<file path="src/design/rbwpp_pkg.sv">
// Shared constants, register indexes and arithmetic helpers for the RGBA to packed pixel converter.
package rbwpp_pkg;

	localparam int unsigned NUM_CH = 3;

	typedef enum logic [1:0] {
		REG_RED_MASK   = 2'd0,
		REG_GREEN_MASK = 2'd1,
		REG_BLUE_MASK  = 2'd2,
		REG_DEPTH      = 2'd3
	} cfg_reg_t;

	localparam logic [31:0] RED_MASK_RST   = 32'h00FF_0000;
	localparam logic [31:0] GREEN_MASK_RST = 32'h0000_FF00;
	localparam logic [31:0] BLUE_MASK_RST  = 32'h0000_00FF;
	localparam logic [5:0]  DEPTH_RST      = 6'd24;

	// position and run length that the reset masks decode to
	localparam logic [4:0] RED_POS_RST   = 5'd16;
	localparam logic [4:0] GREEN_POS_RST = 5'd8;
	localparam logic [4:0] BLUE_POS_RST  = 5'd0;
	localparam logic [5:0] CH_LEN_RST    = 6'd8;

	localparam logic [5:0] DEPTH_NARROW_MIN = 6'd9;
	localparam logic [5:0] DEPTH_WIDE_MIN   = 6'd17;

	localparam logic [5:0] REP_BITS = 6'd40;

	// count of trailing zeros, 32 for an all-zero word
	function automatic logic [5:0] ctz32(input logic [31:0] v);
		logic [5:0] n;
		n = 6'd32;
		for (int i = 31; i >= 0; i--) begin
			if (v[i]) n = 6'(i);
		end
		return n;
	endfunction

	// floor(x/255), exact for x below 65280
	function automatic logic [7:0] div255(input logic [15:0] x);
		logic [16:0] s;
		s = {1'b0, x} + 17'd1 + 17'(x[15:8]);
		return s[15:8];
	endfunction

	function automatic logic [7:0] rotl8(input logic [7:0] c, input logic [2:0] k);
		logic [15:0] t;
		t = {c, c} << k;
		return t[15:8];
	endfunction

endpackage

</file>
<file path="src/design/rgba_blend_white_pixel_packer.sv">
// RGBA pixel blended onto white, rescaled per channel mask and packed into a display word.
// Pipeline: 4 register stages; each moves on when the stage after it is empty or moving.
// Throughput: one pixel per cycle, held back only by result_stall.
// Reset: masks and depth return to their defaults (0xFF0000, 0xFF00, 0xFF, 24), pipeline empties.
// Mask position is decoded from the mask registers into pos_q, then the width from it into len_q.
module rgba_blend_white_pixel_packer
	import rbwpp_pkg::*;
(
	input  logic        clk,
	input  logic        arst_n,

	input  logic        cfg_wr_en,
	input  logic [1:0]  cfg_index,
	input  logic [31:0] cfg_data,

	input  logic        pixel_valid,
	output logic        pixel_stall,
	input  logic [7:0]  red_in,
	input  logic [7:0]  green_in,
	input  logic [7:0]  blue_in,
	input  logic [7:0]  alpha_in,

	output logic        result_valid,
	input  logic        result_stall,
	output logic [31:0] packed_pixel,
	output logic        wide_format,
	output logic        unsupported_depth
);

	// configuration and decoded mask fields
	logic [31:0] mask_q [NUM_CH];
	logic [5:0]  depth_q;
	logic [4:0]  pos_q  [NUM_CH];
	logic [5:0]  len_q  [NUM_CH];
	logic [5:0]  pos_full [NUM_CH];
	logic [5:0]  len_next [NUM_CH];

	always_ff @(posedge clk or negedge arst_n) begin
		if (!arst_n) begin
			mask_q[0] <= RED_MASK_RST;
			mask_q[1] <= GREEN_MASK_RST;
			mask_q[2] <= BLUE_MASK_RST;
			depth_q   <= DEPTH_RST;
		end else if (cfg_wr_en) begin
			unique case (cfg_reg_t'(cfg_index))
				REG_RED_MASK:   mask_q[0] <= cfg_data;
				REG_GREEN_MASK: mask_q[1] <= cfg_data;
				REG_BLUE_MASK:  mask_q[2] <= cfg_data;
				REG_DEPTH:      depth_q   <= cfg_data[5:0];
			endcase
		end
	end

	// lowest run of ones: its start, then its length from there
	always_comb begin
		for (int i = 0; i < NUM_CH; i++) begin
			pos_full[i] = ctz32(mask_q[i]);
			len_next[i] = ctz32(~(mask_q[i] >> pos_q[i]));
		end
	end

	always_ff @(posedge clk or negedge arst_n) begin
		if (!arst_n) begin
			pos_q[0] <= RED_POS_RST;
			pos_q[1] <= GREEN_POS_RST;
			pos_q[2] <= BLUE_POS_RST;
			for (int i = 0; i < NUM_CH; i++) len_q[i] <= CH_LEN_RST;
		end else begin
			for (int i = 0; i < NUM_CH; i++) begin
				pos_q[i] <= pos_full[i][4:0];
				len_q[i] <= len_next[i];
			end
		end
	end

	// pipeline flow control
	logic valid_s1, valid_s2, valid_s3, valid_s4;
	logic adv_s1, adv_s2, adv_s3, adv_s4;

	assign adv_s4      = !valid_s4 || !result_stall;
	assign adv_s3      = !valid_s3 || adv_s4;
	assign adv_s2      = !valid_s2 || adv_s3;
	assign adv_s1      = !valid_s1 || adv_s2;
	assign pixel_stall = !adv_s1;

	always_ff @(posedge clk or negedge arst_n) begin
		if (!arst_n) begin
			valid_s1 <= 1'b0;
			valid_s2 <= 1'b0;
			valid_s3 <= 1'b0;
			valid_s4 <= 1'b0;
		end else begin
			if (adv_s1) valid_s1 <= pixel_valid;
			if (adv_s2) valid_s2 <= valid_s1;
			if (adv_s3) valid_s3 <= valid_s2;
			if (adv_s4) valid_s4 <= valid_s3;
		end
	end

	// stage 1: blend numerator c*a + 255*(255-a)
	logic [7:0]  chan_in [NUM_CH];
	logic [15:0] num_next [NUM_CH];
	logic [7:0]  inv_a;
	logic [15:0] bg_term;

	assign chan_in[0] = red_in;
	assign chan_in[1] = green_in;
	assign chan_in[2] = blue_in;
	assign inv_a      = 8'd255 - alpha_in;
	assign bg_term    = {inv_a, 8'd0} - {8'd0, inv_a};

	always_comb begin
		for (int i = 0; i < NUM_CH; i++) begin
			num_next[i] = ({8'd0, chan_in[i]} * {8'd0, alpha_in}) + bg_term;
		end
	end

	logic [15:0] num_s1 [NUM_CH];
	logic [7:0]  chan_s1 [NUM_CH];
	logic        opaque_s1;

	always_ff @(posedge clk) begin
		if (adv_s1) begin
			for (int i = 0; i < NUM_CH; i++) begin
				num_s1[i]  <= num_next[i];
				chan_s1[i] <= chan_in[i];
			end
			opaque_s1 <= (alpha_in == 8'd255);
		end
	end

	// stage 2: divide by 255, or pass the channel through for an opaque pixel
	logic [7:0] chan_s2 [NUM_CH];

	always_ff @(posedge clk) begin
		if (adv_s2) begin
			for (int i = 0; i < NUM_CH; i++) begin
				chan_s2[i] <= opaque_s1 ? chan_s1[i] : div255(num_s1[i]);
			end
		end
	end

	// stage 3: c*(2^L-1)/255 as the top L bits of c repeated, less one when the
	// fraction left over is smaller than c/255 (c rotated by L mod 8 below c)
	logic [39:0] rep_val  [NUM_CH];
	logic [39:0] top_bits [NUM_CH];
	logic [5:0]  rsh      [NUM_CH];
	logic        borrow   [NUM_CH];
	logic [31:0] scaled_next [NUM_CH];
	logic [31:0] scaled_s3 [NUM_CH];

	always_comb begin
		for (int i = 0; i < NUM_CH; i++) begin
			rep_val[i]     = {5{chan_s2[i]}};
			rsh[i]         = REP_BITS - len_q[i];
			top_bits[i]    = rep_val[i] >> rsh[i];
			borrow[i]      = (chan_s2[i] != 8'd255)
			              && (rotl8(chan_s2[i], len_q[i][2:0]) < chan_s2[i]);
			scaled_next[i] = top_bits[i][31:0] - {31'd0, borrow[i]};
		end
	end

	always_ff @(posedge clk) begin
		if (adv_s3) begin
			for (int i = 0; i < NUM_CH; i++) scaled_s3[i] <= scaled_next[i];
		end
	end

	// stage 4: place channels and select the word format, or blank the word for an unsupported depth
	logic [31:0] pixel_word;
	logic        depth_wide;
	logic        depth_none;

	assign pixel_word = (scaled_s3[0] << pos_q[0])
	                  | (scaled_s3[1] << pos_q[1])
	                  | (scaled_s3[2] << pos_q[2]);
	assign depth_wide = (depth_q >= DEPTH_WIDE_MIN);
	assign depth_none = (depth_q < DEPTH_NARROW_MIN);

	logic [31:0] pixel_s4;
	logic        wide_s4;
	logic        unsup_s4;

	always_ff @(posedge clk) begin
		if (adv_s4) begin
			unsup_s4 <= depth_none;
			wide_s4  <= depth_wide;
			priority if (depth_none) pixel_s4 <= 32'd0;
			else if (depth_wide)     pixel_s4 <= pixel_word;
			else                     pixel_s4 <= {16'd0, pixel_word[15:0]};
		end
	end

	assign result_valid      = valid_s4;
	assign packed_pixel      = pixel_s4;
	assign wide_format       = wide_s4;
	assign unsupported_depth = unsup_s4;

`ifndef SYNTHESIS
	a_unsup_blank: assert property (@(posedge clk) disable iff (!arst_n)
		result_valid && unsupported_depth |-> packed_pixel == 32'd0 && !wide_format)
		else $error("unsupported depth beat carries a pixel");

	a_narrow_trunc: assert property (@(posedge clk) disable iff (!arst_n)
		result_valid && !wide_format |-> packed_pixel[31:16] == 16'd0)
		else $error("narrow beat has upper half set");

	a_stall_full: assert property (@(posedge clk) disable iff (!arst_n)
		pixel_stall |-> valid_s1 && valid_s2 && valid_s3 && valid_s4 && result_stall)
		else $error("input stalled with room in the pipeline");
`endif

endmodule

</file>
<file path="config.mk">
export PLATFORM = sky130hd
export DESIGN_NAME = rgba_blend_white_pixel_packer
export DESIGN_NICKNAME = d
export VERILOG_FILES = /design/src/design/rbwpp_pkg.sv /design/src/design/rgba_blend_white_pixel_packer.sv
export SDC_FILE = /design/constraint.sdc
export NUM_CORES = 2
export LEC_CHECK = 0
export BUFFER_PORTS_ARGS = -buffer_cell sky130_fd_sc_hd__buf_2
export CAP_MARGIN = 0
export CORE_MARGIN = 2
export CORE_UTILIZATION = 30
export CTS_CLUSTER_SIZE = 40
export DETAILED_ROUTE_END_ITERATION = 10
export GPL_ROUTABILITY_DRIVEN = 0
export PLACE_DENSITY = 0.49
export SYNTH_ARGS = -nofsm -noshare
export SYNTH_HDL_FRONTEND = slang
export SYNTH_SLANG_ARGS = --single-unit
</file>
<file path="constraint.sdc">
create_clock -name clk -period 8.7 [get_ports clk]
set_input_delay 0 -clock clk [delete_from_list [all_inputs] [get_ports clk]]
set_output_delay 0 -clock clk [all_outputs]
set_load 0.01 [all_outputs]
</file>
; ---- Word level (Yosys, flattened, before mapping)
; Memory sizes are Yosys's and may differ from the RTL's.
; Cells that the tools add are included.
[totals]
ramBits = 192
reg_bits = 174
wordCells = 293
input_bits = 71
mem_count = 4
mem_bits_ro = 0
latchBits = 0
[classes]
n_addsub = 17
shift = 12
n_reduce_logical = 19
mul = 3
n_eq_ne = 7
n_bitwise = 6
order_cmp = 5
muxes = 201
div = 0
[mem_list]
columns = name, words, width, rd, rd_clocked_by_memory_dff, write_ports, line_no
row1 = scaled_s3, 3, 32, 3, 0, 3, rgba_blend_white_pixel_packer.sv:150  ; logic [31:0] scaled_s3 [NUM_CH];
row2 = num_s1, 3, 16, 3, 0, 3, rgba_blend_white_pixel_packer.sv:118  ; logic [15:0] num_s1 [NUM_CH];
row3 = chan_s1, 3, 8, 3, 0, 3, rgba_blend_white_pixel_packer.sv:119  ; logic [7:0] chan_s1 [NUM_CH];
row4 = chan_s2, 3, 8, 3, 0, 3, rgba_blend_white_pixel_packer.sv:133  ; logic [7:0] chan_s2 [NUM_CH];
[ops]
columns = op, n
row1 = two-way mux 6 bit, 96
row2 = two-way mux 5 bit, 96
row3 = >> shifter 40 x 6 -> 32 bit, 3
row4 = inverter 32 bit, 3
row5 = left shift 32 x 5 -> 32 bit, 3
row6 = >> shifter 32 x 5 -> 32 bit, 3
row7 = subtractor 32 x 1 -> 32 bit, 3
row8 = OR 32 bit, 2
row9 = adder 16 x 1 -> 16 bit (second input constant), 3
row10 = adder 16 bit, 3
row11 = adder 16 x 8 -> 16 bit, 3
row12 = multiplier 8 x 8 -> 16 bit, 3
row13 = left shift 16 x 3 -> 16 bit, 3
row14 = < comparator 8 bit, 3
row15 = two-way mux 8 bit, 3
row16 = != test 8 bit (second input constant), 3
row17 = subtractor 6 bit (first input constant), 3
row18 = subtractor 16 x 8 -> 16 bit, 1
row19 = equality test 8 bit (second input constant), 1
row20 = AND reduction 2 bit, 4
row21 = subtractor 8 bit (first input constant), 1
row22 = >= comparator 6 x 5 -> 1 bit (second input constant), 1
row23 = zero test 1 bit, 6
row24 = < comparator 6 x 4 -> 1 bit (second input constant), 1
row25 = 8 further kinds, 19

; ---- Logic depth before layout (Yosys ltp)
[depth]
ltp_word = 34
depth_mapped = 21
depth_no_buf = 20

; ---- Least setup slack after synthesis
; Ideal clock, no wire load.
[synth_path]
kind = input -> register
start = input port alpha_in[0]
end = memory num_s1[1][15] (netlist: num_s1[0][31]), data pin
cell_stages = 18
arrival_time_ns = 4.600
setup_ns = 0.258
required_ns = 8.442
setup_slack_ns = 3.842
path_cell_list = clkbuf_1 -> and3_1 -> and3_1 -> clkbuf_1 -> nand3_1 -> xor2_1 -> fa_1 -> inv_1 -> fa_1 -> fa_1 -> fa_1 -> ha_1 -> a21boi_0 -> o21ai_0 -> a22oi_1 -> a41o_1 -> o41a_1 -> xnor2_1
[synth_rtl]
columns = item, line_no
row1 = "start, declared", rgba_blend_white_pixel_packer.sv:21  ; input logic [7:0] alpha_in,
row2 = "end, declared", rgba_blend_white_pixel_packer.sv:118

==> flow_metrics.py <==
metrics = {
    "timing": {
        "worstMarginPinSlew_ns": 1.12,
        "setup_viol": 0,
        "max_slew_margin_pct": 25.4,
        "hold_viol": 0,
        "rsz0062_at_grt": "no",
        "min_period_ns": 5.46,
        "fin_setup_tns_ns": 0,
        "max_freq_ghz": 0.183,
        "fin_crit_sh_pct": 62.7,
        "fin_skew_ns": 0.0199,
        "drv_slew": 0,
    },
    "clock_network": {
        "clock_latency_ns": 0.60,
        "clkTransAtPathRegs_ns": 0.06,
        "cts_sinks": 366,
        "cts_buffers": 44,
        "cts_setup_buffers": 0,
        "cts.htree.levels": 2,
        "cts_tree": "done",
        "clockBufferDepth": 3,
        "cts-root-buf": "clkbuf_16",
    },
    "placement": {
        "port_buffers": 106,
        "hpwlAfterDp_mm": 84.9,
    },
    "flow_run": {
        "max_cap_violations": 0,
    },
    "die": {
        "ioPinCount": 107,
        "dieArea_um2": 127000,
        "num_rows": 129,
        "die_h_um": 356,
        "die_x_um": 356,
        "coreArea_um2": 123000,
        "initial_utilization_pct": 30.2,
    },
    "status": {
        "outcome": "complete, no violations",
    },
    "worst_setup_path": {
        "critPathMaxStageDelay_ns": 0.55,
        "critPathKind": "in2reg",
        "path_common_cell": "fa_1",
        "r2r_cells": 10,
        "worstPathRequired_ns": 9.05,
        "crit_arrival_ns": 5.81,
        "startpoint": "alpha_in[0]",
        "crit_slowest_cell": "fa_1",
        "r2r-end": "scaled_s3[0][42]",
        "crit_fanout": 28,
        "reg2reg_slack_ns": 3.89,
        "critPathLaunchType": "primary input",
        "crit_end": "num_s1[0][31]",
        "cp_cell_sequence": "dlygate4sd3_1, buf_2, ha_1, nand3_1, nor2_1, xnor2_1, fa_1, fa_1, fa_1, fa_1, inv_1, ha_1, o21ai_0, a21boi_0, o21ai_0, a22oi_1, a41o_1, o41a_1, xnor2_1",
        "end_kind": "flop",
        "reg2reg_from": "len_q[6]",
    },
    "grt": {
        "grt_antenna_before_repair": 1,
        "first_global_vias": 30018,
        "grt-busiest-layer": "met2",
        "grtUsageMet3_pct": 1.79,
        "grt_use_total_pct": 17.5,
        "grt_max_degree": 72,
        "met1_usage_pct": 25.1,
        "met2_usage_pct": 27.8,
        "grt_pass1_wl_mm": 178,
        "grt_overflow_total": 0,
    },
    "yosys": {
        "ys_types": 93,
        "synthArstFlopShare_pct": 38.0,
        "synth_common_cells": "nand2_1, nor2_1, inv_1, o21ai_0, mux2i_1",
        "ys_ff_latch": 366,
        "synthCells": 4045,
        "synth_area_leaders": "edfxtp_1, fa_1, mux4_2, dfrtp_1, mux2i_1",
        "synth.top_cell.area_share_pct": 18.3,
        "synth_most_common_cell": "nand2_1",
        "syn_area_per_cell_um2": 9.20,
        "ys_seq_area_share_pct": 27.8,
        "syn-cell-area_um2": 37200,
        "synth_edf_count": 227,
        "yosysTopAreaCell": "edfxtp_1",
        "ys.flop_type": "edfxtp_1",
        "synth_warnings": 0,
    },
    "routing": {
        "firstDrtPassIters": 7,
        "antenna_left": 0,
        "drt-initial-drc-count": 2632,
        "routed_wl_mm": 113,
        "vias": 30660,
        "wl_per_cell_um": 19.8,
        "drc": 0,
        "via_per_inst": 5.36,
    },
    "hold_path": {
        "hold_path.class": "in2reg",
        "min_path_cells": 3,
    },
    "power": {
        "p_per_area_nw_per_um2": 365,
        "p_total_mw": 15.0,
        "ir_worst_vdd_v": 0.000178,
        "p_leak_nw": 16.8,
    },
    "final_layout": {
        "drive_gt1_share_pct": 14.3,
        "antenna_cells": 0,
        "fin_util_pct": 33.3,
        "area_delta_synth_final_pct": 10.5,
        "multi_input_area_um2": 24800,
        "regArea_um2": 10400,
        "fin_nets": 4419,
        "fill_cells": 12867,
    },
}
==> critical path: cells and delay by family <==
kind                     cells  cell delay (ns)
adder cells (fa/ha/maj)      6             2.69
AND/OR/NAND/NOR              2             0.38
XOR/XNOR                     2             0.46
AO/OA/AOI/OAI                6             1.22
buffers and inverters        3             1.05
==> area by class of cell <==
| cell class | instances | area share (%) |
|---|---|---|
| multi-input cells | 3141 | 60.2 |
| flip-flops and latches | 366 | 25.2 |
| well taps | 1637 | 4.98 |
| repair buffers | 207 | 3.51 |
| clock buffers | 54 | 2.82 |
| inverters | 284 | 2.59 |
| clock inverters | 26 | 0.709 |
==> worst min path at each step <==
stage | startpoint | endpoint | slack (ns)
2_1_floorplan | arst_n | depth_q[0] | -0.30
3_3_place_gp | arst_n | pos_q[1] | 0.1
3_5_place_dp | arst_n | pos_q[1] | 0.1
4_1_cts | cfg_wr_en | depth_q[3] | 0.002
5_1_grt | cfg_wr_en | depth_q[1] | 0.02
6_report | cfg_wr_en | depth_q[3] | 0.02
==> cells in the final DEF, fill, tap and decap left out, types with 42 or more instances in the layout <==
master | synthesis | routed
a211oi_1 | 48 | 47
a21oi_1 | 192 | 192
a31oi_1 | 47 | 47
and2_1 | 121 | 121
buf_2 | 44 | 105
buf_4 | 12 | 42
clkbuf_16 | 0 | 45
dfrtp_1 | 108 | 99
dlygate4sd3_1 | 0 | 59
edfxtp_1 | 227 | 227
fa_1 | 150 | 150
ha_1 | 154 | 154
inv_1 | 276 | 275
mux2_2 | 160 | 160
mux2i_1 | 251 | 251
mux4_2 | 128 | 128
nand2_1 | 522 | 521
nand2b_1 | 45 | 45
nand3_1 | 78 | 77
nor2_1 | 309 | 309
nor2b_1 | 43 | 43
nor3_1 | 58 | 58
o21ai_0 | 259 | 259
xnor2_1 | 72 | 72
==> stage by stage <==
stage,instance area (um^2),hold slack [ns],setup WS (ns),std cells
3_5_place_dp,39100,0.0976,3.11,5576
5_1_grt,41100,0.0202,2.85,5715
3_3_place_gp,39100,0.0981,3.22,5576
6_report,41100,0.0249,3.24,5715
2_1_floorplan,37200,-0.296,3.84,4047
4_1_cts,41100,0.00235,3.22,5715
==> power breakdown <==
part           internal [mW]  leakage, nW  switching (mW)  total, mW
clock                   1.10        0.706           0.781       1.89
combinational           3.93         12.1            5.46       9.39
sequential              2.96         3.99           0.768       3.73
==> registers in the layout, summed over array words and instances (netlist names) <==
signal and flops:
pos_q 15, mask_q 96, len_q 18, valid_s2 1, wide_format 1, chan_s1 24
valid_s3 1, num_s1 48, opaque_s1 1, valid_s1 1, scaled_s3 96, depth_q 6
result_valid 1, unsupported_depth 1, packed_pixel 32, chan_s2 24
==> routing by layer <==
metal  vias to the layer above  wire length (um)
met5                         -                 0
met3                       176              5430
met1                     15082             53100
met4                         0              3390
li1                      14529                 -
met2                       873             51200
==> cell families after synthesis <==
kind of cell,after synthesis,synth area share (%)
other cells,1,0.0101
simple gates,1332,16.6
fa+ha+maj,304,13.2
flops,366,27.8
buf+inv,540,5.82
compound gates,853,14.5
mux,542,19.5
xor+xnor,107,2.52
==> repair_timing <==
| action | CTS | global route |
|---|---|---|
| hold endpoints to repair | 198 | 0 |
| resized for setup | 0 | 0 |
| hold buffers | 59 | 0 |
Note: power is estimated with default switching activity, not from simulation.
